$ cat src/rtl/mpsn_pkg.sv
package mpsn_pkg;

   // Walk phase of the byte parser
   typedef enum logic [1:0] {
      PHASE_PACK  = 2'd0,
      PHASE_STUFF = 2'd1,
      PHASE_PES   = 2'd2,
      PHASE_SKIP  = 2'd3
   } phase_type;

   // Start codes and stream ids
   localparam logic [7:0] PACK_CODE      = 8'hBA;
   localparam logic [7:0] END_CODE       = 8'hB9;
   localparam logic [7:0] MPEG1_BAD_ID   = 8'hBC;
   localparam logic [7:0] MPEG1_BAD_BASE = 8'hF0;
   localparam logic [7:0] MPEG2_BAD_ID0  = 8'hFC;
   localparam logic [7:0] MPEG2_BAD_ID1  = 8'hFD;
   localparam logic [7:0] MPEG2_BAD_ID2  = 8'hFE;

   // Header byte positions
   localparam logic [3:0] POS_VERSION    = 4'd4;
   localparam logic [3:0] POS_MPEG1_LAST = 4'd11;
   localparam logic [3:0] POS_MPEG2_LAST = 4'd13;
   localparam logic [3:0] POS_PACK_LIMIT = 4'd14;
   localparam logic [3:0] POS_PES_ID     = 4'd3;
   localparam logic [3:0] POS_PES_LENHI  = 4'd4;
   localparam logic [3:0] POS_PES_LIMIT  = 4'd6;

   // Buffer length at or below which the answer is a reject
   localparam logic [3:0] MIN_BYTES      = 4'd14;
   localparam logic [3:0] SEEN_MAX       = 4'd15;

   // Version codes
   localparam logic VER_MPEG1 = 1'b0;
   localparam logic VER_MPEG2 = 1'b1;

   typedef struct packed {
      phase_type   phase;
      logic [3:0]  pos;
      logic        version;
      logic [2:0]  stuff;
      logic [15:0] skip;
      logic [7:0]  len_hi;
      logic        pending;
      logic        locked;
      logic        verdict;
      logic [3:0]  seen;
   } sniff_state_type;

   localparam sniff_state_type STATE_RESET = '{
      phase:   PHASE_PACK,
      pos:     4'd0,
      version: VER_MPEG1,
      stuff:   3'd0,
      skip:    16'd0,
      len_hi:  8'd0,
      pending: 1'b0,
      locked:  1'b0,
      verdict: 1'b0,
      seen:    4'd0
   };

endpackage

$ cat src/rtl/mpeg_program_stream_sniffer.sv
// MPEG program stream sniffer.
// Feed the buffer under test one byte per beat on the req_ channel
// (req_data_byte, with req_last_byte high on the final byte). Bytes other
// than the last produce nothing; the last byte produces one rsp_ beat whose
// rsp_is_program_stream is 1 when the buffer looks like an MPEG-1 or MPEG-2
// program stream and 0 otherwise. Buffers of 14 bytes or fewer are rejected.
// Each byte is parsed in the cycle it is accepted and the answer sits in an
// output register: it is valid in the cycle after the last byte is taken.
// Throughput is one byte per cycle while no result is held back, set by the single parser state update.
// The next buffer may start on the byte right after a last byte.
// A result waiting in the output register blocks every input byte only while
// rsp_ready is low; a result taken in the same cycle does not block input.
// Synchronous reset clears the parser to the start of a buffer and empties
// the output register.
module mpeg_program_stream_sniffer import mpsn_pkg::*; (
   input  logic       clock,
   input  logic       reset,
   input  logic       req_valid,
   output logic       req_ready,
   input  logic [7:0] req_data_byte,
   input  logic       req_last_byte,
   output logic       rsp_valid,
   input  logic       rsp_ready,
   output logic       rsp_is_program_stream
);

   sniff_state_type state_ff;
   sniff_state_type state_in;
   logic            verdict_in;
   logic            rsp_valid_ff;
   logic            rsp_valid_in;
   logic            rsp_data_ff;
   logic            req_take;

   mpsn_step u_step (
      .cur_state (state_ff),
      .data_byte (req_data_byte),
      .nxt_state (state_in),
      .verdict   (verdict_in)
   );

   assign req_ready = !rsp_valid_ff || rsp_ready;
   assign req_take  = req_valid && req_ready;

   // Advance the parser; restart it after the last byte
   always_ff @(posedge clock) begin
      if (reset) begin
         state_ff <= STATE_RESET;
      end else if (req_take) begin
         state_ff <= req_last_byte ? STATE_RESET : state_in;
      end
   end

   // Hold the result beat until taken
   always_comb begin
      rsp_valid_in = rsp_valid_ff && !rsp_ready;
      if (req_take && req_last_byte) begin
         rsp_valid_in = 1'b1;
      end
   end

   always_ff @(posedge clock) begin
      if (reset) begin
         rsp_valid_ff <= 1'b0;
      end else begin
         rsp_valid_ff <= rsp_valid_in;
      end
   end

   always_ff @(posedge clock) begin
      if (req_take && req_last_byte) begin
         rsp_data_ff <= verdict_in;
      end
   end

   assign rsp_valid             = rsp_valid_ff;
   assign rsp_is_program_stream = rsp_data_ff;

endmodule

$ cat src/rtl/mpsn_step.sv
module mpsn_step import mpsn_pkg::*; (
   input  sniff_state_type cur_state,
   input  logic [7:0]      data_byte,
   output sniff_state_type nxt_state,
   output logic            verdict
);

   logic       ver_eff;
   logic       pack_ok;
   logic       id_bad;
   logic [2:0] stuff_dec;
   logic [15:0] skip_dec;
   logic [15:0] pes_len;

   // Resolve the version seen in this byte, then the pack byte check
   always_comb begin
      ver_eff = cur_state.version;
      if (cur_state.pos == POS_VERSION && !cur_state.pending) begin
         if (data_byte[7:6] == 2'b00) begin
            ver_eff = VER_MPEG1;
         end else if (data_byte[7:6] == 2'b01) begin
            ver_eff = VER_MPEG2;
         end
      end
      case (cur_state.pos)
         4'd0, 4'd1: pack_ok = (data_byte == 8'h00);
         4'd2:       pack_ok = (data_byte == 8'h01);
         4'd3:       pack_ok = (data_byte == PACK_CODE);
         4'd4: begin
            if (data_byte[7:6] == 2'b00) begin
               pack_ok = (data_byte[5:4] == 2'b10) && data_byte[0];
            end else if (data_byte[7:6] == 2'b01) begin
               pack_ok = data_byte[2];
            end else begin
               pack_ok = 1'b0;
            end
         end
         4'd6, 4'd8: pack_ok = ver_eff ? data_byte[2] : data_byte[0];
         4'd9:       pack_ok = ver_eff ? data_byte[0] : data_byte[7];
         4'd11:      pack_ok = ver_eff ? 1'b1 : data_byte[0];
         4'd12:      pack_ok = ver_eff ? (data_byte[1:0] == 2'b11) : 1'b1;
         default:    pack_ok = 1'b1;
      endcase
   end

   // Stream ids that do not belong to the version in force
   always_comb begin
      if (cur_state.version == VER_MPEG1) begin
         id_bad = (data_byte == MPEG1_BAD_ID) || (data_byte >= MPEG1_BAD_BASE);
      end else begin
         id_bad = (data_byte == MPEG2_BAD_ID0) || (data_byte == MPEG2_BAD_ID1)
               || (data_byte == MPEG2_BAD_ID2);
      end
   end

   assign stuff_dec = cur_state.stuff - 3'd1;
   assign skip_dec  = cur_state.skip - 16'd1;
   assign pes_len   = {cur_state.len_hi, data_byte};

   // Next state
   always_comb begin
      nxt_state = cur_state;
      if (cur_state.seen != SEEN_MAX) begin
         nxt_state.seen = cur_state.seen + 4'd1;
      end
      if (!cur_state.locked) begin
         case (cur_state.phase)
            PHASE_PACK: begin
               nxt_state.version = ver_eff;
               if (!cur_state.pending && pack_ok && cur_state.pos == POS_MPEG1_LAST
                     && ver_eff == VER_MPEG1) begin
                  nxt_state.phase = PHASE_PES;
                  nxt_state.pos   = 4'd0;
               end else if (!cur_state.pending && pack_ok
                     && cur_state.pos == POS_MPEG2_LAST && ver_eff == VER_MPEG2) begin
                  nxt_state.stuff = data_byte[2:0];
                  nxt_state.pos   = 4'd0;
                  nxt_state.phase = (data_byte[2:0] != 3'd0) ? PHASE_STUFF : PHASE_PES;
               end else begin
                  nxt_state.pending = cur_state.pending || !pack_ok;
                  if (nxt_state.pending && cur_state.pos >= POS_PACK_LIMIT) begin
                     nxt_state.locked  = 1'b1;
                     nxt_state.verdict = 1'b0;
                  end else begin
                     nxt_state.pos = cur_state.pos + 4'd1;
                  end
               end
            end
            PHASE_PES: begin
               if (cur_state.pending) begin
                  if (cur_state.pos >= POS_PES_LIMIT) begin
                     nxt_state.locked  = 1'b1;
                     nxt_state.verdict = 1'b0;
                  end else begin
                     nxt_state.pos = cur_state.pos + 4'd1;
                  end
               end else if (cur_state.pos < POS_PES_ID) begin
                  // Prefix bytes 00 00 01; a miss re-reads the unit as a pack
                  if (data_byte != ((cur_state.pos == 4'd2) ? 8'h01 : 8'h00)) begin
                     nxt_state.phase   = PHASE_PACK;
                     nxt_state.pending = 1'b1;
                  end
                  nxt_state.pos = cur_state.pos + 4'd1;
               end else if (cur_state.pos == POS_PES_ID) begin
                  nxt_state.pos = POS_PES_LENHI;
                  if (id_bad) begin
                     nxt_state.pending = 1'b1;
                  end else if (data_byte == PACK_CODE) begin
                     nxt_state.phase = PHASE_PACK;
                  end else if (data_byte == END_CODE) begin
                     nxt_state.pos     = cur_state.pos;
                     nxt_state.locked  = 1'b1;
                     nxt_state.verdict = 1'b1;
                  end
               end else if (cur_state.pos == POS_PES_LENHI) begin
                  nxt_state.len_hi = data_byte;
                  nxt_state.pos    = cur_state.pos + 4'd1;
               end else if (pes_len == 16'd0) begin
                  nxt_state.pending = 1'b1;
                  nxt_state.pos     = POS_PES_LIMIT;
               end else begin
                  nxt_state.skip  = pes_len;
                  nxt_state.phase = PHASE_SKIP;
                  nxt_state.pos   = 4'd0;
               end
            end
            PHASE_STUFF: begin
               nxt_state.stuff = stuff_dec;
               if (stuff_dec == 3'd0) begin
                  nxt_state.phase = PHASE_PES;
                  nxt_state.pos   = 4'd0;
               end
            end
            PHASE_SKIP: begin
               nxt_state.skip = skip_dec;
               if (skip_dec == 16'd0) begin
                  nxt_state.phase = PHASE_PES;
                  nxt_state.pos   = 4'd0;
               end
            end
            default: begin
               nxt_state = cur_state;
            end
         endcase
      end
   end

   // Answer for a buffer that ends on this byte
   always_comb begin
      if (nxt_state.seen <= MIN_BYTES) begin
         verdict = 1'b0;
      end else if (nxt_state.locked) begin
         verdict = nxt_state.verdict;
      end else begin
         verdict = 1'b1;
      end
   end

endmodule

$ cat config.mk
export PLATFORM = sky130hd
export DESIGN_NAME = mpeg_program_stream_sniffer
export DESIGN_NICKNAME = d
export VERILOG_FILES = /design/src/rtl/mpsn_pkg.sv /design/src/rtl/mpeg_program_stream_sniffer.sv /design/src/rtl/mpsn_step.sv
export SDC_FILE = /design/constraint.sdc
export NUM_CORES = 1
export LEC_CHECK = 0
export BUFFER_PORTS_ARGS = -buffer_cell sky130_fd_sc_hd__buf_2
export CAP_MARGIN = 10
export CORE_ASPECT_RATIO = 0.7
export CORE_UTILIZATION = 55
export DETAILED_ROUTE_END_ITERATION = 6
export PLACE_DENSITY = 0.73
export SKIP_LAST_GASP = 1
export SYNTH_ARGS = -nofsm -noshare
export SYNTH_HDL_FRONTEND = slang
export SYNTH_SLANG_ARGS = --single-unit
$ cat constraint.sdc
create_clock -name clock -period 3.8 [get_ports clock]
set_clock_uncertainty 0.1 [all_clocks]
set_input_delay 0.76 -clock clock [delete_from_list [all_inputs] [get_ports clock]]
set_output_delay 0.76 -clock clock [all_outputs]
set_load 0.01 [all_outputs]
==> results.cfg <==
[run_status]
outcome = finished clean

[place]
io_buffers = 15
post-dp-hpwl_um = 6930
dp_slack_ns = 0.428
gp_congestion = 0.950

[synthesis]
synth_area_mm2 = 0.00341
ys.flop_type = dfxtp_1
ys_seq_elements = 43
synthArstFlopShare_pct = 0
yosysMostFrequentCell = nand2_1
yosys_warnings = 0
synth_edf_count = 1
seq_area_frac_synth_pct = 25.5
synth_area_leaders = dfxtp_1 (25%), a21oi_1 (6.3%), nand2_1 (5.3%)
yosys-top-cells-count = nand2_1 (48), nor2_1 (47), a21oi_1 (43), dfxtp_1 (42), nand3_1 (32)
avgSynthCellArea_um2 = 7.18
synth_cell_type_count = 73
postSynthCellCount = 475
yosysTopAreaCellShare_pct = 24.7
synth_largest_area_cell = dfxtp_1
syn_nets = 498

[final_layout]
multi_input_area_mm2 = 0.00234
drive_gt1_share_pct = 9.81
layout.nets = 491
seq_area_um2 = 871
fillers = 541
n_antenna_cell = 0
area_delta_synth_final_pct = 5.17

[grt]
antenna_found_initial = 0
grt_usage_pct = 31.7
grt_pass1_wl_um = 15600
grt_start_max_net_pins = 43
grt_overflow = 0
grt_pass1_vias = 2996

[clocking]
post_cts_buffers = 0
cts.reportedPaths.clkPinSlew_ns = 0.09
ctsLongestPathBuffers = 2
postCtsHoldBufs = 0
htree_num_levels = 2
cts_tree = yes
root_buffer = clkbuf_8
numClockSinks = 43
cts_buffers = 5
clkLatencyLatePin_ns = 0.31
cts_resized = 0

[worst_setup_path]
slowest_stage = o32ai_2
slowest_delay_ns = 0.47
cp_cell_sequence = inv_1 -> ha_1 -> nand4bb_1 -> o21ai_1 -> and3_1 -> o32ai_2 -> o31ai_1 -> a21oi_1 -> o21ba_2 -> mux2_1
critical_path_arrival_ns = 3.27
critPathBufInv = 1
crit_required_ns = 3.89
start_kind = flip-flop
crit_family = compound AO/OA/AOI/OAI gates
end_kind = flip-flop
path_max_fanout = 7
worst-setup-path-type = flip-flop to flip-flop

[power]
pwr_density_cell_mw_per_mm2 = 290
p_leak_uw = 0.00126
ir_drop_mv = 0.196
power_uw = 1040

[route]
ant_nets = 0
dr.pass1.iters = 5
viasPerCell = 6.59
wl_per_cell_um = 17.8
vias = 3586
wl_um = 9660
drtIter0Drc = 529
drc = 0

[timing]
period_share_pct = 83.7
rsz0062_at_grt = no
setup_viol = 0
maxSlewViolCount = 0
setup_slack_ns = 0.619
worst_pin_slew_ns = 0.650
hold_violations = 0
tns_ns = 0
post-route-min-period_ns = 3.18
clock.fmax_mhz = 314
relSlewSlack_pct = 56.5

[die]
die_area_mm2 = 0.00653
die_w_um = 96.1
core_area_mm2 = 0.00584
ios = 16
dieHeight_um = 67.9
floorplan.rows = 23
floorplan.initialDensity_pct = 58.4

[job]
max_cap_violations = 0

[hold_path]
min_path_type = flip-flop to flip-flop
## cell type report
class / count / share of cell area [%]
clock buffers: 7 / 2.69
clock inverters: 1 / 0.209
inverters: 18 / 1.88
multi-input cells: 380 / 65.2
flip-flops and latches: 43 / 24.3
well taps: 75 / 2.62
repair buffers: 20 / 3.14
## flip-flops by register name (all words and copies together) (netlist names)
name,count
state_ff,41
rsp_is_program_stream,1
rsp_valid,1
## power by group
group	internal, µW	switching [µW]
registers	463	17.3
logic	81.0	142
clock network	166	170
## logic make-up (layout without fill, tap and decap cells)
kind of cell / count (synthesis) / in the layout / synth area share, %
and+or+nand+nor: 216 / 216 / 33.4
AOI/OAI and AO/OA: 133 / 133 / 25.9
buffers and inverters: 52 / 46 / 5.91
DFF: 43 / 43 / 25.5
xor gates and xnor gates: 16 / 16 / 4.11
adders and majority gates: 10 / 10 / 3.67
muxes: 5 / 5 / 1.54
## per-stage QoR
stage | instance area, µm² | utilization, % | hold slack (ns) | instances
2_1_floorplan | 3410 | - | 0.345 | 475
3_3_place_gp | 3480 | 59.6 | 0.356 | 536
3_5_place_dp | 3480 | 59.6 | 0.368 | 536
4_1_cts | 3590 | 61.4 | 0.380 | 544
5_1_grt | 3590 | 61.4 | 0.395 | 544
6_report | 3590 | 61.4 | 0.378 | 544
## cells in the final DEF (no fill, tap or decap), drive strengths merged, types with 5 or more instances in the layout
| cell | instances |
|---|---|
| or3 | 5 |
| or2 | 6 |
| o21a | 6 |
| nand2b | 6 |
| nor3 | 15 |
| a31oi | 8 |
| nand4 | 7 |
| or4 | 6 |
| o21ai | 29 |
| buf | 20 |
| nand3b | 16 |
| a21oi | 43 |
| clkbuf | 7 |
| ha | 10 |
| nor4 | 10 |
| xnor2 | 12 |
| inv | 18 |
| dfxtp | 42 |
| nor2 | 47 |
| nand2 | 48 |
| nand3 | 32 |
## worst register-to-register path, stage by stage, from the launching register on
cell       delay, ns
dfxtp_1         0.46
inv_1           0.10
ha_1            0.29
nand4bb_1       0.22
o21ai_1         0.14
and3_1          0.24
o32ai_2         0.47
o31ai_1         0.13
a21oi_1         0.31
o21ba_2         0.24
mux2_1          0.35
## path summary, 6_finish.rpt
kind / start / end / slack [ns] / cells after the start
setup / recovery: state_ff[35] / state_ff[36] / 0.62 / 10
hold / removal: state_ff[30] / state_ff[30] / 0.38 / 2
setup reg to reg: state_ff[35] / state_ff[36] / 0.62 / 10
hold reg to reg: state_ff[30] / state_ff[30] / 0.38 / 2
## per-layer routing
| layer | GRT usage, % | up-vias | wire length, µm |
|---|---|---|---|
| met4 | 7.28 | 0 | 83 |
| met1 | 51.1 | 1650 | 4800 |
| met5 | 0 | - | 0 |
| met3 | 5.00 | 9 | 969 |
| met2 | 42.6 | 197 | 3800 |
| li1 | - | 1730 | - |
(Power assumes the default switching activity.)
